[src/hw/rtl/ole_pkg.sv]
// ----------------------------------------------------------------------------
// ole_pkg
// Shared constants and types for the ordered list engine.
// ----------------------------------------------------------------------------
package ole_pkg;
    localparam int CAPACITY_DEF = 16;

    localparam logic [3:0] F_ADD_BACK   = 4'd0;
    localparam logic [3:0] F_ADD_FRONT  = 4'd1;
    localparam logic [3:0] F_INSERT     = 4'd2;
    localparam logic [3:0] F_REM_BACK   = 4'd3;
    localparam logic [3:0] F_REM_FRONT  = 4'd4;
    localparam logic [3:0] F_REM_AT     = 4'd5;
    localparam logic [3:0] F_CONTAINS   = 4'd6;
    localparam logic [3:0] F_GET        = 4'd7;
    localparam logic [3:0] F_FIND       = 4'd8;
    localparam logic [3:0] F_LENGTH     = 4'd9;

    localparam logic [1:0] ST_OK   = 2'd0;
    localparam logic [1:0] ST_MISS = 2'd1;
    localparam logic [1:0] ST_FULL = 2'd2;

    typedef struct packed {
        logic [3:0]         func;
        logic signed [31:0] item_value;
        logic [7:0]         position_in;
    } t_cmd;

    typedef struct packed {
        logic [1:0]         status;
        logic signed [31:0] data_out;
        logic [4:0]         position_out;
        logic [4:0]         length_out;
    } t_res;
endpackage

[src/hw/rtl/ole_if.sv]
// ----------------------------------------------------------------------------
// ole_cmd_if / ole_res_if
// Valid/ready channels for commands and results.
// ----------------------------------------------------------------------------
interface ole_cmd_if;
    import ole_pkg::*;
    logic valid;
    logic ready;
    t_cmd payload;
    modport source (output valid, output payload, input ready);
    modport sink (input valid, input payload, output ready);
endinterface

interface ole_res_if;
    import ole_pkg::*;
    logic valid;
    logic ready;
    t_res payload;
    modport source (output valid, output payload, input ready);
    modport sink (input valid, input payload, output ready);
endinterface

[src/hw/rtl/ordered_list_engine_unit.sv]
// ----------------------------------------------------------------------------
// ordered_list_engine_unit
// Bounded ordered list of signed 32-bit values held in one memory.
// ----------------------------------------------------------------------------
// Commands arrive on i_cmd and each gives exactly one result on o_res.
// Both channels transfer when valid and ready are high at a clock edge.
// Length, contains or find on an empty list and the error cases go from
// S_IDLE straight to S_DONE; get first reads its entry in S_RDGET. An
// insert moves each entry behind its position with a read and then a
// write; a remove fetches the removed entry in S_RDGET and then overlaps
// its reads with its writes. Contains and find scan one entry per cycle
// until a hit or the end of the list. The memory port has a registered
// read.
// One command is in flight at a time. A finished result waits in an output
// register while the receiver stalls, and no new command is accepted until
// that result is taken, at the earliest in the same cycle.
// Reset (synchronous, active low) empties the list at once; the memory
// itself is not cleared, as entries at or beyond the length are never read.
// ----------------------------------------------------------------------------
module ordered_list_engine_unit #(
    parameter int CAPACITY = ole_pkg::CAPACITY_DEF
) (
    input  logic i_clk,
    input  logic i_rst_n,
    ole_cmd_if.sink   i_cmd,
    ole_res_if.source o_res
);
    import ole_pkg::*;

    localparam int AW = (CAPACITY > 1) ? $clog2(CAPACITY) : 1;
    localparam int CW = $clog2(CAPACITY + 1);
    // Wide enough for both the full 8-bit position and the count.
    localparam int XW = (CW + 1 > 9) ? CW + 1 : 9;

    localparam logic [2:0] S_IDLE  = 3'd0;
    localparam logic [2:0] S_SRD   = 3'd1;  // shift: read
    localparam logic [2:0] S_SWR   = 3'd2;  // shift: write
    localparam logic [2:0] S_SCAN  = 3'd3;
    localparam logic [2:0] S_RDGET = 3'd4;
    localparam logic [2:0] S_DONE  = 3'd5;

    logic signed [31:0] mem [CAPACITY];
    logic signed [31:0] r_rdata;
    logic               mem_we;
    logic [AW-1:0]      mem_wa, mem_ra;
    logic signed [31:0] mem_wd;

    logic [2:0]         r_state, n_state;
    logic [CW-1:0]      r_count, n_count;
    logic [CW-1:0]      r_ptr, n_ptr;     // shift or scan cursor
    logic [CW-1:0]      r_stop, n_stop;
    logic               r_dir, n_dir;     // 1 opens a gap, 0 closes one
    logic [3:0]         r_func, n_func;
    logic signed [31:0] r_val, n_val;
    logic               r_scan_v, n_scan_v;
    t_res               r_res, n_res;
    t_res               r_pend, n_pend;
    logic               r_ovalid, n_ovalid;

    always_ff @(posedge i_clk) begin
        if (mem_we) mem[mem_wa] <= mem_wd;
        r_rdata <= mem[mem_ra];
    end

    logic [XW-1:0] pos_ext;
    assign pos_ext = XW'(i_cmd.payload.position_in);

    assign i_cmd.ready = (r_state == S_IDLE) && !(r_ovalid && !o_res.ready);
    assign o_res.valid = r_ovalid;
    assign o_res.payload = r_res;

    function automatic logic [4:0] cnt5(input logic [CW-1:0] c);
        logic [CW+4:0] w;
        w = {5'd0, c};
        return w[4:0];
    endfunction

    always_comb begin
        logic [XW-1:0] at;
        logic [XW-1:0] cnt;
        n_state = r_state; n_count = r_count; n_ptr = r_ptr; n_stop = r_stop;
        n_dir = r_dir; n_func = r_func; n_val = r_val; n_scan_v = 1'b0;
        n_res = r_res; n_pend = r_pend; n_ovalid = r_ovalid;
        mem_we = 1'b0; mem_wa = '0; mem_wd = r_val; mem_ra = r_ptr[AW-1:0];
        cnt = XW'(r_count);
        at = '0;
        if (r_ovalid && o_res.ready) n_ovalid = 1'b0;
        case (r_state)
            S_IDLE: begin
                if (i_cmd.valid && i_cmd.ready) begin
                    n_func = i_cmd.payload.func;
                    n_val = i_cmd.payload.item_value;
                    n_pend = '{ST_OK, 32'sd0, 5'd0, cnt5(r_count)};
                    n_state = S_DONE;
                    case (i_cmd.payload.func)
                        F_ADD_BACK, F_ADD_FRONT, F_INSERT: begin
                            at = (i_cmd.payload.func == F_ADD_BACK) ? cnt :
                                 (i_cmd.payload.func == F_ADD_FRONT) ? '0 : pos_ext;
                            if (at > cnt) n_pend.status = ST_MISS;
                            else if (cnt >= CAPACITY) n_pend.status = ST_FULL;
                            else begin
                                n_dir = 1'b1; n_ptr = r_count;
                                n_stop = at[CW-1:0];
                                n_count = r_count + 1'b1;
                                n_pend.length_out = cnt5(n_count);
                                n_state = S_SRD;
                            end
                        end
                        F_REM_BACK, F_REM_FRONT, F_REM_AT: begin
                            at = (i_cmd.payload.func == F_REM_BACK) ? cnt - 1'b1 :
                                 (i_cmd.payload.func == F_REM_FRONT) ? '0 : pos_ext;
                            if (cnt == 0 || at >= cnt) n_pend.status = ST_MISS;
                            else begin
                                // Fetch the removed entry first, then close the gap.
                                n_dir = 1'b0; n_ptr = at[CW-1:0];
                                n_stop = r_count - 1'b1;
                                n_count = r_count - 1'b1;
                                n_pend.length_out = cnt5(n_count);
                                mem_ra = at[AW-1:0];
                                n_state = S_RDGET;
                            end
                        end
                        F_GET: begin
                            if (pos_ext < cnt) begin
                                mem_ra = pos_ext[AW-1:0];
                                n_state = S_RDGET;
                            end else n_pend.status = ST_MISS;
                        end
                        F_CONTAINS, F_FIND: begin
                            n_ptr = '0;
                            if (r_count == 0) n_pend.status = ST_MISS;
                            else begin
                                mem_ra = '0; n_scan_v = 1'b1;
                                n_ptr = {{(CW-1){1'b0}}, 1'b1};
                                n_state = S_SCAN;
                            end
                        end
                        F_LENGTH: n_pend.position_out = cnt5(r_count);
                        default: n_pend.status = ST_MISS;
                    endcase
                end
            end
            S_RDGET: begin
                n_pend.data_out = r_rdata;
                if (r_func == F_GET) n_state = S_DONE;
                else if (r_ptr == r_stop) n_state = S_DONE;
                else begin
                    mem_ra = AW'(r_ptr + 1'b1);
                    n_state = S_SWR;
                end
            end
            S_SRD: begin
                if (r_ptr == r_stop) begin
                    mem_we = 1'b1; mem_wa = r_ptr[AW-1:0]; mem_wd = r_val;
                    n_state = S_DONE;
                end else begin
                    mem_ra = AW'(r_ptr - 1'b1);
                    n_state = S_SWR;
                end
            end
            S_SWR: begin
                mem_we = 1'b1; mem_wa = r_ptr[AW-1:0]; mem_wd = r_rdata;
                if (r_dir) begin
                    n_ptr = r_ptr - 1'b1;
                    n_state = S_SRD;
                end else begin
                    n_ptr = r_ptr + 1'b1;
                    if (n_ptr == r_stop) n_state = S_DONE;
                    else begin
                        mem_ra = AW'(n_ptr + 1'b1);
                        n_state = S_SWR;
                    end
                end
            end
            S_SCAN: begin
                // r_rdata holds entry r_ptr - 1.
                if (r_scan_v && r_rdata == r_val) begin
                    if (r_func == F_FIND) n_pend.position_out = cnt5(r_ptr - 1'b1);
                    n_state = S_DONE;
                end else if (r_scan_v && r_ptr == r_count) begin
                    n_pend.status = ST_MISS;
                    n_state = S_DONE;
                end else begin
                    mem_ra = r_ptr[AW-1:0];
                    n_ptr = r_ptr + 1'b1;
                    n_scan_v = 1'b1;
                end
            end
            S_DONE: begin
                if (!r_ovalid || o_res.ready) begin
                    n_res = r_pend; n_ovalid = 1'b1; n_state = S_IDLE;
                end
            end
            default: n_state = S_IDLE;
        endcase
    end

    always_ff @(posedge i_clk) begin
        if (!i_rst_n) begin
            r_state <= S_IDLE; r_count <= '0; r_ovalid <= 1'b0; r_scan_v <= 1'b0;
        end else begin
            r_state <= n_state; r_count <= n_count; r_ovalid <= n_ovalid;
            r_scan_v <= n_scan_v;
        end
    end

    always_ff @(posedge i_clk) begin
        r_ptr <= n_ptr; r_stop <= n_stop; r_dir <= n_dir; r_func <= n_func;
        r_val <= n_val; r_res <= n_res; r_pend <= n_pend;
    end

    a_count_range: assert property (@(posedge i_clk) disable iff (!i_rst_n)
        r_count <= CAPACITY) else $error("entry count beyond capacity");
    a_res_hold: assert property (@(posedge i_clk) disable iff (!i_rst_n)
        r_ovalid && !o_res.ready |=> r_ovalid && $stable(r_res))
        else $error("stalled result changed");
    a_no_accept_busy: assert property (@(posedge i_clk) disable iff (!i_rst_n)
        r_state != S_IDLE |-> !i_cmd.ready) else $error("command taken while busy");
    a_write_in_range: assert property (@(posedge i_clk) disable iff (!i_rst_n)
        mem_we |-> {1'b0, mem_wa} < (AW+1)'(r_count))
        else $error("write beyond the list");
endmodule
[src/flat_wrapper.sv]
// flat-port wrapper written by rule: the top's interface ports become plain ports
module ordered_list_engine_unit_flat import ole_pkg::*;
#(
    parameter int CAPACITY = ole_pkg::CAPACITY_DEF
)
  (i_clk, i_rst_n, i_cmd_valid, i_cmd_payload, i_cmd_ready, o_res_valid, o_res_payload, o_res_ready);
  ole_cmd_if i_cmd_i ();
  ole_res_if o_res_i ();
  input  logic i_clk;
  input  logic i_rst_n;
  input wire logic [$bits(i_cmd_i.valid)-1:0] i_cmd_valid;
  input wire logic [$bits(i_cmd_i.payload)-1:0] i_cmd_payload;
  output wire logic [$bits(i_cmd_i.ready)-1:0] i_cmd_ready;
  output wire logic [$bits(o_res_i.valid)-1:0] o_res_valid;
  output wire logic [$bits(o_res_i.payload)-1:0] o_res_payload;
  input wire logic [$bits(o_res_i.ready)-1:0] o_res_ready;
  assign i_cmd_i.valid = i_cmd_valid;
  assign i_cmd_i.payload = i_cmd_payload;
  assign i_cmd_ready = i_cmd_i.ready;
  assign o_res_valid = o_res_i.valid;
  assign o_res_payload = o_res_i.payload;
  assign o_res_i.ready = o_res_ready;
  ordered_list_engine_unit #(.CAPACITY(CAPACITY)) u_core (.i_clk(i_clk), .i_rst_n(i_rst_n), .i_cmd(i_cmd_i), .o_res(o_res_i));
endmodule
[config.mk]
export PLATFORM = sky130hd
export DESIGN_NAME = ordered_list_engine_unit_flat
export DESIGN_NICKNAME = d
export VERILOG_FILES = /design/src/hw/rtl/ole_pkg.sv /design/src/hw/rtl/ole_if.sv /design/src/hw/rtl/ordered_list_engine_unit.sv /design/src/flat_wrapper.sv
export SDC_FILE = /design/constraint.sdc
export NUM_CORES = 1
export LEC_CHECK = 0
export BUFFER_PORTS_ARGS = -buffer_cell sky130_fd_sc_hd__buf_2
export CORE_ASPECT_RATIO = 0.8
export CORE_MARGIN = 10
export CORE_UTILIZATION = 61
export CTS_CLUSTER_DIAMETER = 200
export CTS_CLUSTER_SIZE = 10
export DETAILED_ROUTE_END_ITERATION = 12
export HOLD_SLACK_MARGIN = 0.06
export PLACE_DENSITY = 0.79
export SYNTH_ARGS = -nofsm -noshare
export SYNTH_HDL_FRONTEND = slang
export SYNTH_SLANG_ARGS = --single-unit
export TNS_END_PERCENT = 50
[constraint.sdc]
create_clock -name i_clk -period 9.8 [get_ports i_clk]
set_clock_uncertainty 0.2 [all_clocks]
set_input_delay 1.47 -clock i_clk [delete_from_list [all_inputs] [get_ports i_clk]]
set_output_delay 1.47 -clock i_clk [all_outputs]
set_load 0.005 [all_outputs]
# == Yosys cells after proc, flatten, opt, wreduce, memory -nomap -nowiden ==
# Memories as Yosys holds them, arrays and structs flattened. A register that Yosys moved wholly into a read port is not among the register bits.
# Cells that the tools add are included.
# classes
add_sub_neg,6
n_lt_le_gt_ge,4
eq_ne,35
mux,83
reduce_logical,29
# ops
operator,count
2-to-1 mux 5 bit,16
case mux 32 bit (2 select lines),1
2-to-1 mux 44 bit,1
2-to-1 mux 4 bit,10
2-to-1 mux 3 bit,11
== test 32 bit,1
2-to-1 mux 32 bit,1
case mux 5 bit (2 select lines),3
case mux 5 bit (3 select lines),2
== test 4 x 3 -> 1 bit (second input constant),5
2-to-1 mux 1 bit,20
2-to-1 mux 9 bit,2
case mux 3 bit (6 select lines),1
2-to-1 mux 8 bit,2
case mux 4 bit (4 select lines),1
== test 5 bit,3
== test 4 bit (second input constant),3
!= test 2 bit (second input constant),6
case mux 3 bit (4 select lines),1
case mux 4 bit (3 select lines),1
adder 5 x 1 -> 5 bit (second input constant),2
case mux 2 bit (5 select lines),1
subtractor 5 x 1 -> 5 bit (second input constant),2
>= comparator 9 x 5 -> 1 bit,1
33 further kinds,60
# totals
regBits,145
mem_bits_rw,512
out_inout_bits,46
elab_cells,175
n_memories,1
# memory_table
name,words,width,rd,rd_ports_with_merged_regs,wr,line_no,source
u_core.mem,16,32,1,1,1,ordered_list_engine_unit.sv:42,logic signed [31:0] mem [CAPACITY];

# == Depth between registers and ports, before layout ==
# logic_depth
word_depth,9
depth_mapped,17
depth_no_buf,14

# == Worst setup path before layout ==
# No wires, ideal clock.
# synth_path
kind,register to register
from,reg u_core.r_ptr[4]
to,"mem u_core.mem[1][0], enable pin"
arrival_time_ns,4.958
slack_ns,4.141
stages_incl_launch_ff,10
path_buffers,1
synth_period_minus_slack_ns,5.659
cell_sequence,edfxtp_1 xor2_1 or3_1 buf_6 nor2_1 ha_1 nand2_1 a21oi_1 nand2_1 nor4_1
# synth_via
elab_chain_len,5
elab_cells_between_ends,7
# synth_lines
element,line_no,source
start: declaration,ordered_list_engine_unit.sv:50,"logic [CW-1:0] r_ptr, n_ptr;"
start signal: assignment,ordered_list_engine_unit.sv:208,r_ptr <= n_ptr; r_stop <= n_stop; r_dir <= n_dir; r_func <= n_func;
== test 5 bit (*),ordered_list_engine_unit.sv:153,if (r_ptr == r_stop) begin
2-to-1 mux 1 bit,ordered_list_engine_unit.sv:153,
case mux 1 bit (2 select lines),ordered_list_engine_unit.sv:88,case (r_state)
2-to-1 mux 1 bit,ordered_list_engine_unit.sv:61,if (mem_we) mem[mem_wa] <= mem_wd;
2-to-1 mux 1 bit (not written as such),ordered_list_engine_unit.sv:61,
end: declaration,ordered_list_engine_unit.sv:42,
# Mark *: on every way between the ends. The rest lies on a longest branch, timed or not.

# == Final worst setup path ==
# layout_path
from,in i_cmd_payload[40]
to,reg u_core.r_rdata[30] (read register of u_core.mem)
# layout_via
elab_chain_len,9
elab_cells_between_ends,16
# layout_lines
element,line_no,source
start: declaration,flat_wrapper.sv:12,input wire logic [$bits(i_cmd_i.payload)-1:0] i_cmd_payload;
== test 4 x 3 -> 1 bit,"ordered_list_engine_unit.sv:95, ordered_list_engine_unit.sv:111",
2-to-1 mux 8 bit,ordered_list_engine_unit.sv:111,(i_cmd.payload.func == F_REM_FRONT) ? '0 : pos_ext;
2-to-1 mux 9 bit,ordered_list_engine_unit.sv:110,at = (i_cmd.payload.func == F_REM_BACK) ? cnt - 1'b1 :
>= comparator 9 x 5 -> 1 bit,ordered_list_engine_unit.sv:112,if (cnt == 0 || at >= cnt) n_pend.status = ST_MISS;
logical OR 1 bit,ordered_list_engine_unit.sv:112,
2-to-1 mux 4 bit,ordered_list_engine_unit.sv:112,
case mux 4 bit (3 select lines) (*),ordered_list_engine_unit.sv:95,case (i_cmd.payload.func)
2-to-1 mux 4 bit (*),ordered_list_engine_unit.sv:90,if (i_cmd.valid && i_cmd.ready) begin
case mux 4 bit (4 select lines) (*),ordered_list_engine_unit.sv:88,
end: declaration,ordered_list_engine_unit.sv:43,logic signed [31:0] r_rdata;
# Marks and branches as above.
# A chain may end at the register's enable or synchronous reset.

==> results.md <==
- The type of element launching the critical path is an input pin.
- Before antenna repair, the detailed router went through 6 iterations.
- For this configuration, the core starts out at a cell density of 0.615.
- At the placement stage, the worst setup path has a slack of 3280 ps.
- STA classifies the critical path endpoint as a flip-flop.
- The number of remaining DRC errors is 0.
- The boundary pin count is 94.
- The total global-route track usage is 0.253.
- The post-CTS setup buffer count is 0.
- In this run, distinct cell masters in the synthesized netlist total 80.
- Dividing the final minimum period by the clock period gives 0.618.
- In this run the worst hold path is classified as flip-flop to flip-flop.
- After detailed routing, the met2 layer carries 31.5 mm of wire.
- The run finished with clean final reports.
- Synthesis inferred a little under 700 register bits.
- For this design the ratio of total power to cell area is 324 nW/um2.
- The final number of max-transition violations is 0.
- The cell count after synthesis came out at 1712.
- The worst pin sits at a relative slew slack of 0.242.
- In the final timing run, aggregate negative setup slack is 0 ps.
- The arrival time of the worst setup path is between 6000 and 7000 ps.
- The first global-routing pass estimated a little over 100 mm of wire.
- The number of filler cells placed in the layout is 2934.
- The count of hold-fix buffers inserted at cts is 0.
- For this run, the register share of the synthesized area comes to 0.725.
- When the netlist entered floorplanning its net count stood at 1780.
- The count of nets left with antenna violations once routing finished came out at 0.
- The clock net in this run drives a total of 689 sinks.
- IR analysis of the VDD net gives a maximum drop of roughly 0.34 mV.
- After global routing the overflow that remains totals 0.
- The count of yosys warnings during synthesis is 0.
- The routed via count is 16464.
- The transition time of the tightest slew-check pin is 1140 ps.
- The leading cell type in the layout, fill and taps excluded is sky130_fd_sc_hd__edfxtp_1.
- Including well taps, the total number of placed cells is 2354.
- The count of endpoints failing hold in the final timing report is 0.
- Summing all non-filler instances in the final layout gives an area of 31300 um2.
- The final layout contains 1890 nets.
- The total of max-cap violations is 0.
- Based on the critical path, the design can be clocked at up to 165 MHz.
- For this run, the share of the core covered by cells in the final layout is 0.690.
- The number of antenna violations at the first check in global routing is 0.
- Setup repair after global routing left no endpoint under its margin.
- For this block, the initial DRC count from the detailed router was 2271.
- In this run the clock root is driven by a sky130_fd_sc_hd__clkbuf_16.
- Summing all placed instances gives a cell area of 29100 um2.
- Among all flip-flop cells after synthesis, the most frequent one is sky130_fd_sc_hd__edfxtp_1.
- The H-tree generated during clock tree synthesis spans 3 levels.
- At the end of routability-driven placement, the weighted congestion stood at 0.891.
- The worst slack on hold paths is ~210 ps.
- The share of cells above drive strength 1 is 0.157.
- The worst register-to-register path has a setup slack of 3870 ps.
- The minimum clock period is 6060 ps.
- Clock-pin slew was measured on the worst setup and hold paths at 50 ps.
- The longest clock path from root to sink contains 3 buffers.
- The category of the critical setup timing path is input pin to flip-flop.
- The number of enable flip-flop cells after synthesis is 647.
- The core area is 45500 um2.
- The count of input and output buffers is a little over 90.
- The met3 wirelength from detailed routing is about 8.0 mm.
- For this block, the routed nets add up to slightly below 70 mm of wire.
- The number of gates given a new drive strength after cts is 0.
- Setup violations remaining at the end of the flow were counted as 0.
- Dividing the synthesized area by the synthesized cell count gives between 15 and 20 um2.
- Summed over all instances, the cell type with the most area after synthesis is sky130_fd_sc_hd__edfxtp_1.
- The count of standard-cell rows is 70.
- The die covers 54800 um2.
- Routed signal wires occupy layers up through met4.
- The top cell types in the final layout, fill and taps aside, are sky130_fd_sc_hd__edfxtp_1 (647), sky130_fd_sc_hd__mux2i_1 (260), sky130_fd_sc_hd__o22ai_1 (136).
- The post-synth design cell area is ~28000 um2.
- The die is 211 um tall.
- Dividing the detail-routed via count by the number of cells gives between 6 and 7.
- The repair_antennas step left the layout with diodes totalling 0.
- The completed layout was analyzed and its total power is 10.2 mW.
- Of all flip-flops after synthesis, the portion carrying an async set or reset was 0.
- The via count of the first global-routing pass is 15970.
- TritonCTS built the clock tree.
- The analysis attributes to cell leakage a power of 11.2 nW.
- Dividing the detail-routed wire length by the instance count gives 27.8 um.
- Entering global routing, the biggest net connects 129 pins.
- The clock latency reported for the late side of the worst-skew pair is 610 ps.
- For the worst setup path, the data required time is 10070 ps.
- Ranked by total cell area, the synthesized netlist is headed by sky130_fd_sc_hd__edfxtp_1 (70%), sky130_fd_sc_hd__mux2i_1 (9.3%), sky130_fd_sc_hd__o22ai_1 (3.0%).
- The area growth from synthesis to layout is 12.2%.
- The share of synthesized area in the top cell type comes to 0.695.
- The HPWL reported at the end of detailed placement is ~38 mm.
- The met1 wire length is 27.8 mm.
- The width of the die is 259 um.
- The finished layout holds about 2500 standard cells, fillers aside.
- In this run, CTS created clock tree buffers numbering 78.
- Once routing completed, OpenROAD measured the worst setup slack at 3740 ps.
- The highest net fanout along the worst path is 23.
==> path summary, 6_finish.rpt <==
kind                                         from  depth (start not counted)                       end
worst max register to register  u_core.r_count[0]                         15        u_core.r_rdata[14]
worst min register to register  u_core.r_pend[31]                          0  u_core.o_res.payload[31]
worst max-delay path            i_cmd_payload[40]                         15        u_core.r_rdata[30]
worst min-delay path            u_core.r_pend[31]                          0  u_core.o_res.payload[31]
==> critical path, stage by stage <==
cell and delay, ps:
sky130_fd_sc_hd__buf_2 300, sky130_fd_sc_hd__and4bb_1 510, sky130_fd_sc_hd__nor2_1 160, sky130_fd_sc_hd__a21o_1 230
sky130_fd_sc_hd__ha_1 290, sky130_fd_sc_hd__nor2b_1 120, sky130_fd_sc_hd__o21ai_0 110, sky130_fd_sc_hd__a21oi_1 550
sky130_fd_sc_hd__nor3_1 130, sky130_fd_sc_hd__a311oi_2 450, sky130_fd_sc_hd__o2111a_2 330, sky130_fd_sc_hd__or3_1 460
sky130_fd_sc_hd__buf_4 530, sky130_fd_sc_hd__o22ai_1 150, sky130_fd_sc_hd__or4_1 520
==> state kept, by name, indices dropped and copies added, names as in the netlist, 3 cells and up <==
register / cells
u_core.r_count: 5
u_core.mem: 512
u_core.o_res.payload: 44
u_core.r_val: 32
u_core.r_ptr: 5
u_core.r_rdata: 32
u_core.r_state: 3
u_core.r_func: 4
u_core.r_stop: 5
u_core.r_pend: 44
==> where the power goes <==
group	switching, mW	internal, mW	leakage [nW]
logic	2.14	1.29	3.89
clock network	1.08	1.54	1.08
registers	0.211	3.88	6.24
==> kinds of logic (layout without fill, tap and decap cells) <==
| logic type | after synthesis | count (layout) | share of synthesized area |
|---|---|---|---|
| compound gates | 262 | 262 | 0.0635 |
| xor+xnor | 59 | 59 | 0.0185 |
| fa+ha+maj | 20 | 20 | 0.00896 |
| buf+inv | 117 | 287 | 0.0211 |
| flops | 689 | 689 | 0.725 |
| mux | 296 | 296 | 0.108 |
| simple gates | 269 | 269 | 0.0547 |
==> layer usage <==
layer,GRT usage,up-vias
li1,-,7032
met1,0.358,8204
met2,0.379,1060
met3,0.0586,168
met4,0.0928,0
met5,0,-
==> cell type report <==
class,instances,area (um2),share of cell area
multi-input combinational,906,7210,0.230
inverter,20,75.1,0.00240
clock inverter,3,41.3,0.00132
sequential,689,20300,0.647
tap,612,766,0.0244
timing repair buffer,127,746,0.0238
clock buffer,137,2240,0.0714
==> Yosys cell counts, types with 5 or more instances <==
library cell and count:
sky130_fd_sc_hd__o22ai_1 136, sky130_fd_sc_hd__buf_2 52, sky130_fd_sc_hd__dfxtp_1 42, sky130_fd_sc_hd__buf_6 8, sky130_fd_sc_hd__buf_4 7, sky130_fd_sc_hd__nand4_1 7, sky130_fd_sc_hd__mux2i_1 260, sky130_fd_sc_hd__a21oi_1 31
sky130_fd_sc_hd__inv_1 18, sky130_fd_sc_hd__nand2_1 57, sky130_fd_sc_hd__or3_1 7, sky130_fd_sc_hd__xor2_1 17, sky130_fd_sc_hd__xnor2_1 42, sky130_fd_sc_hd__nand3_1 19, sky130_fd_sc_hd__or4_1 33, sky130_fd_sc_hd__o31ai_1 6
sky130_fd_sc_hd__a221oi_1 5, sky130_fd_sc_hd__edfxtp_1 647, sky130_fd_sc_hd__and3_1 37, sky130_fd_sc_hd__a211oi_1 6, sky130_fd_sc_hd__nor2b_1 9, sky130_fd_sc_hd__nor4_1 9, sky130_fd_sc_hd__o21a_1 8, sky130_fd_sc_hd__a21o_1 6
sky130_fd_sc_hd__mux2_2 36, sky130_fd_sc_hd__clkbuf_1 27, sky130_fd_sc_hd__o21ai_0 19, sky130_fd_sc_hd__ha_1 20, sky130_fd_sc_hd__nor3_1 27, sky130_fd_sc_hd__nor2_1 33
No activity file was read; power rests on OpenSTA's default activity.
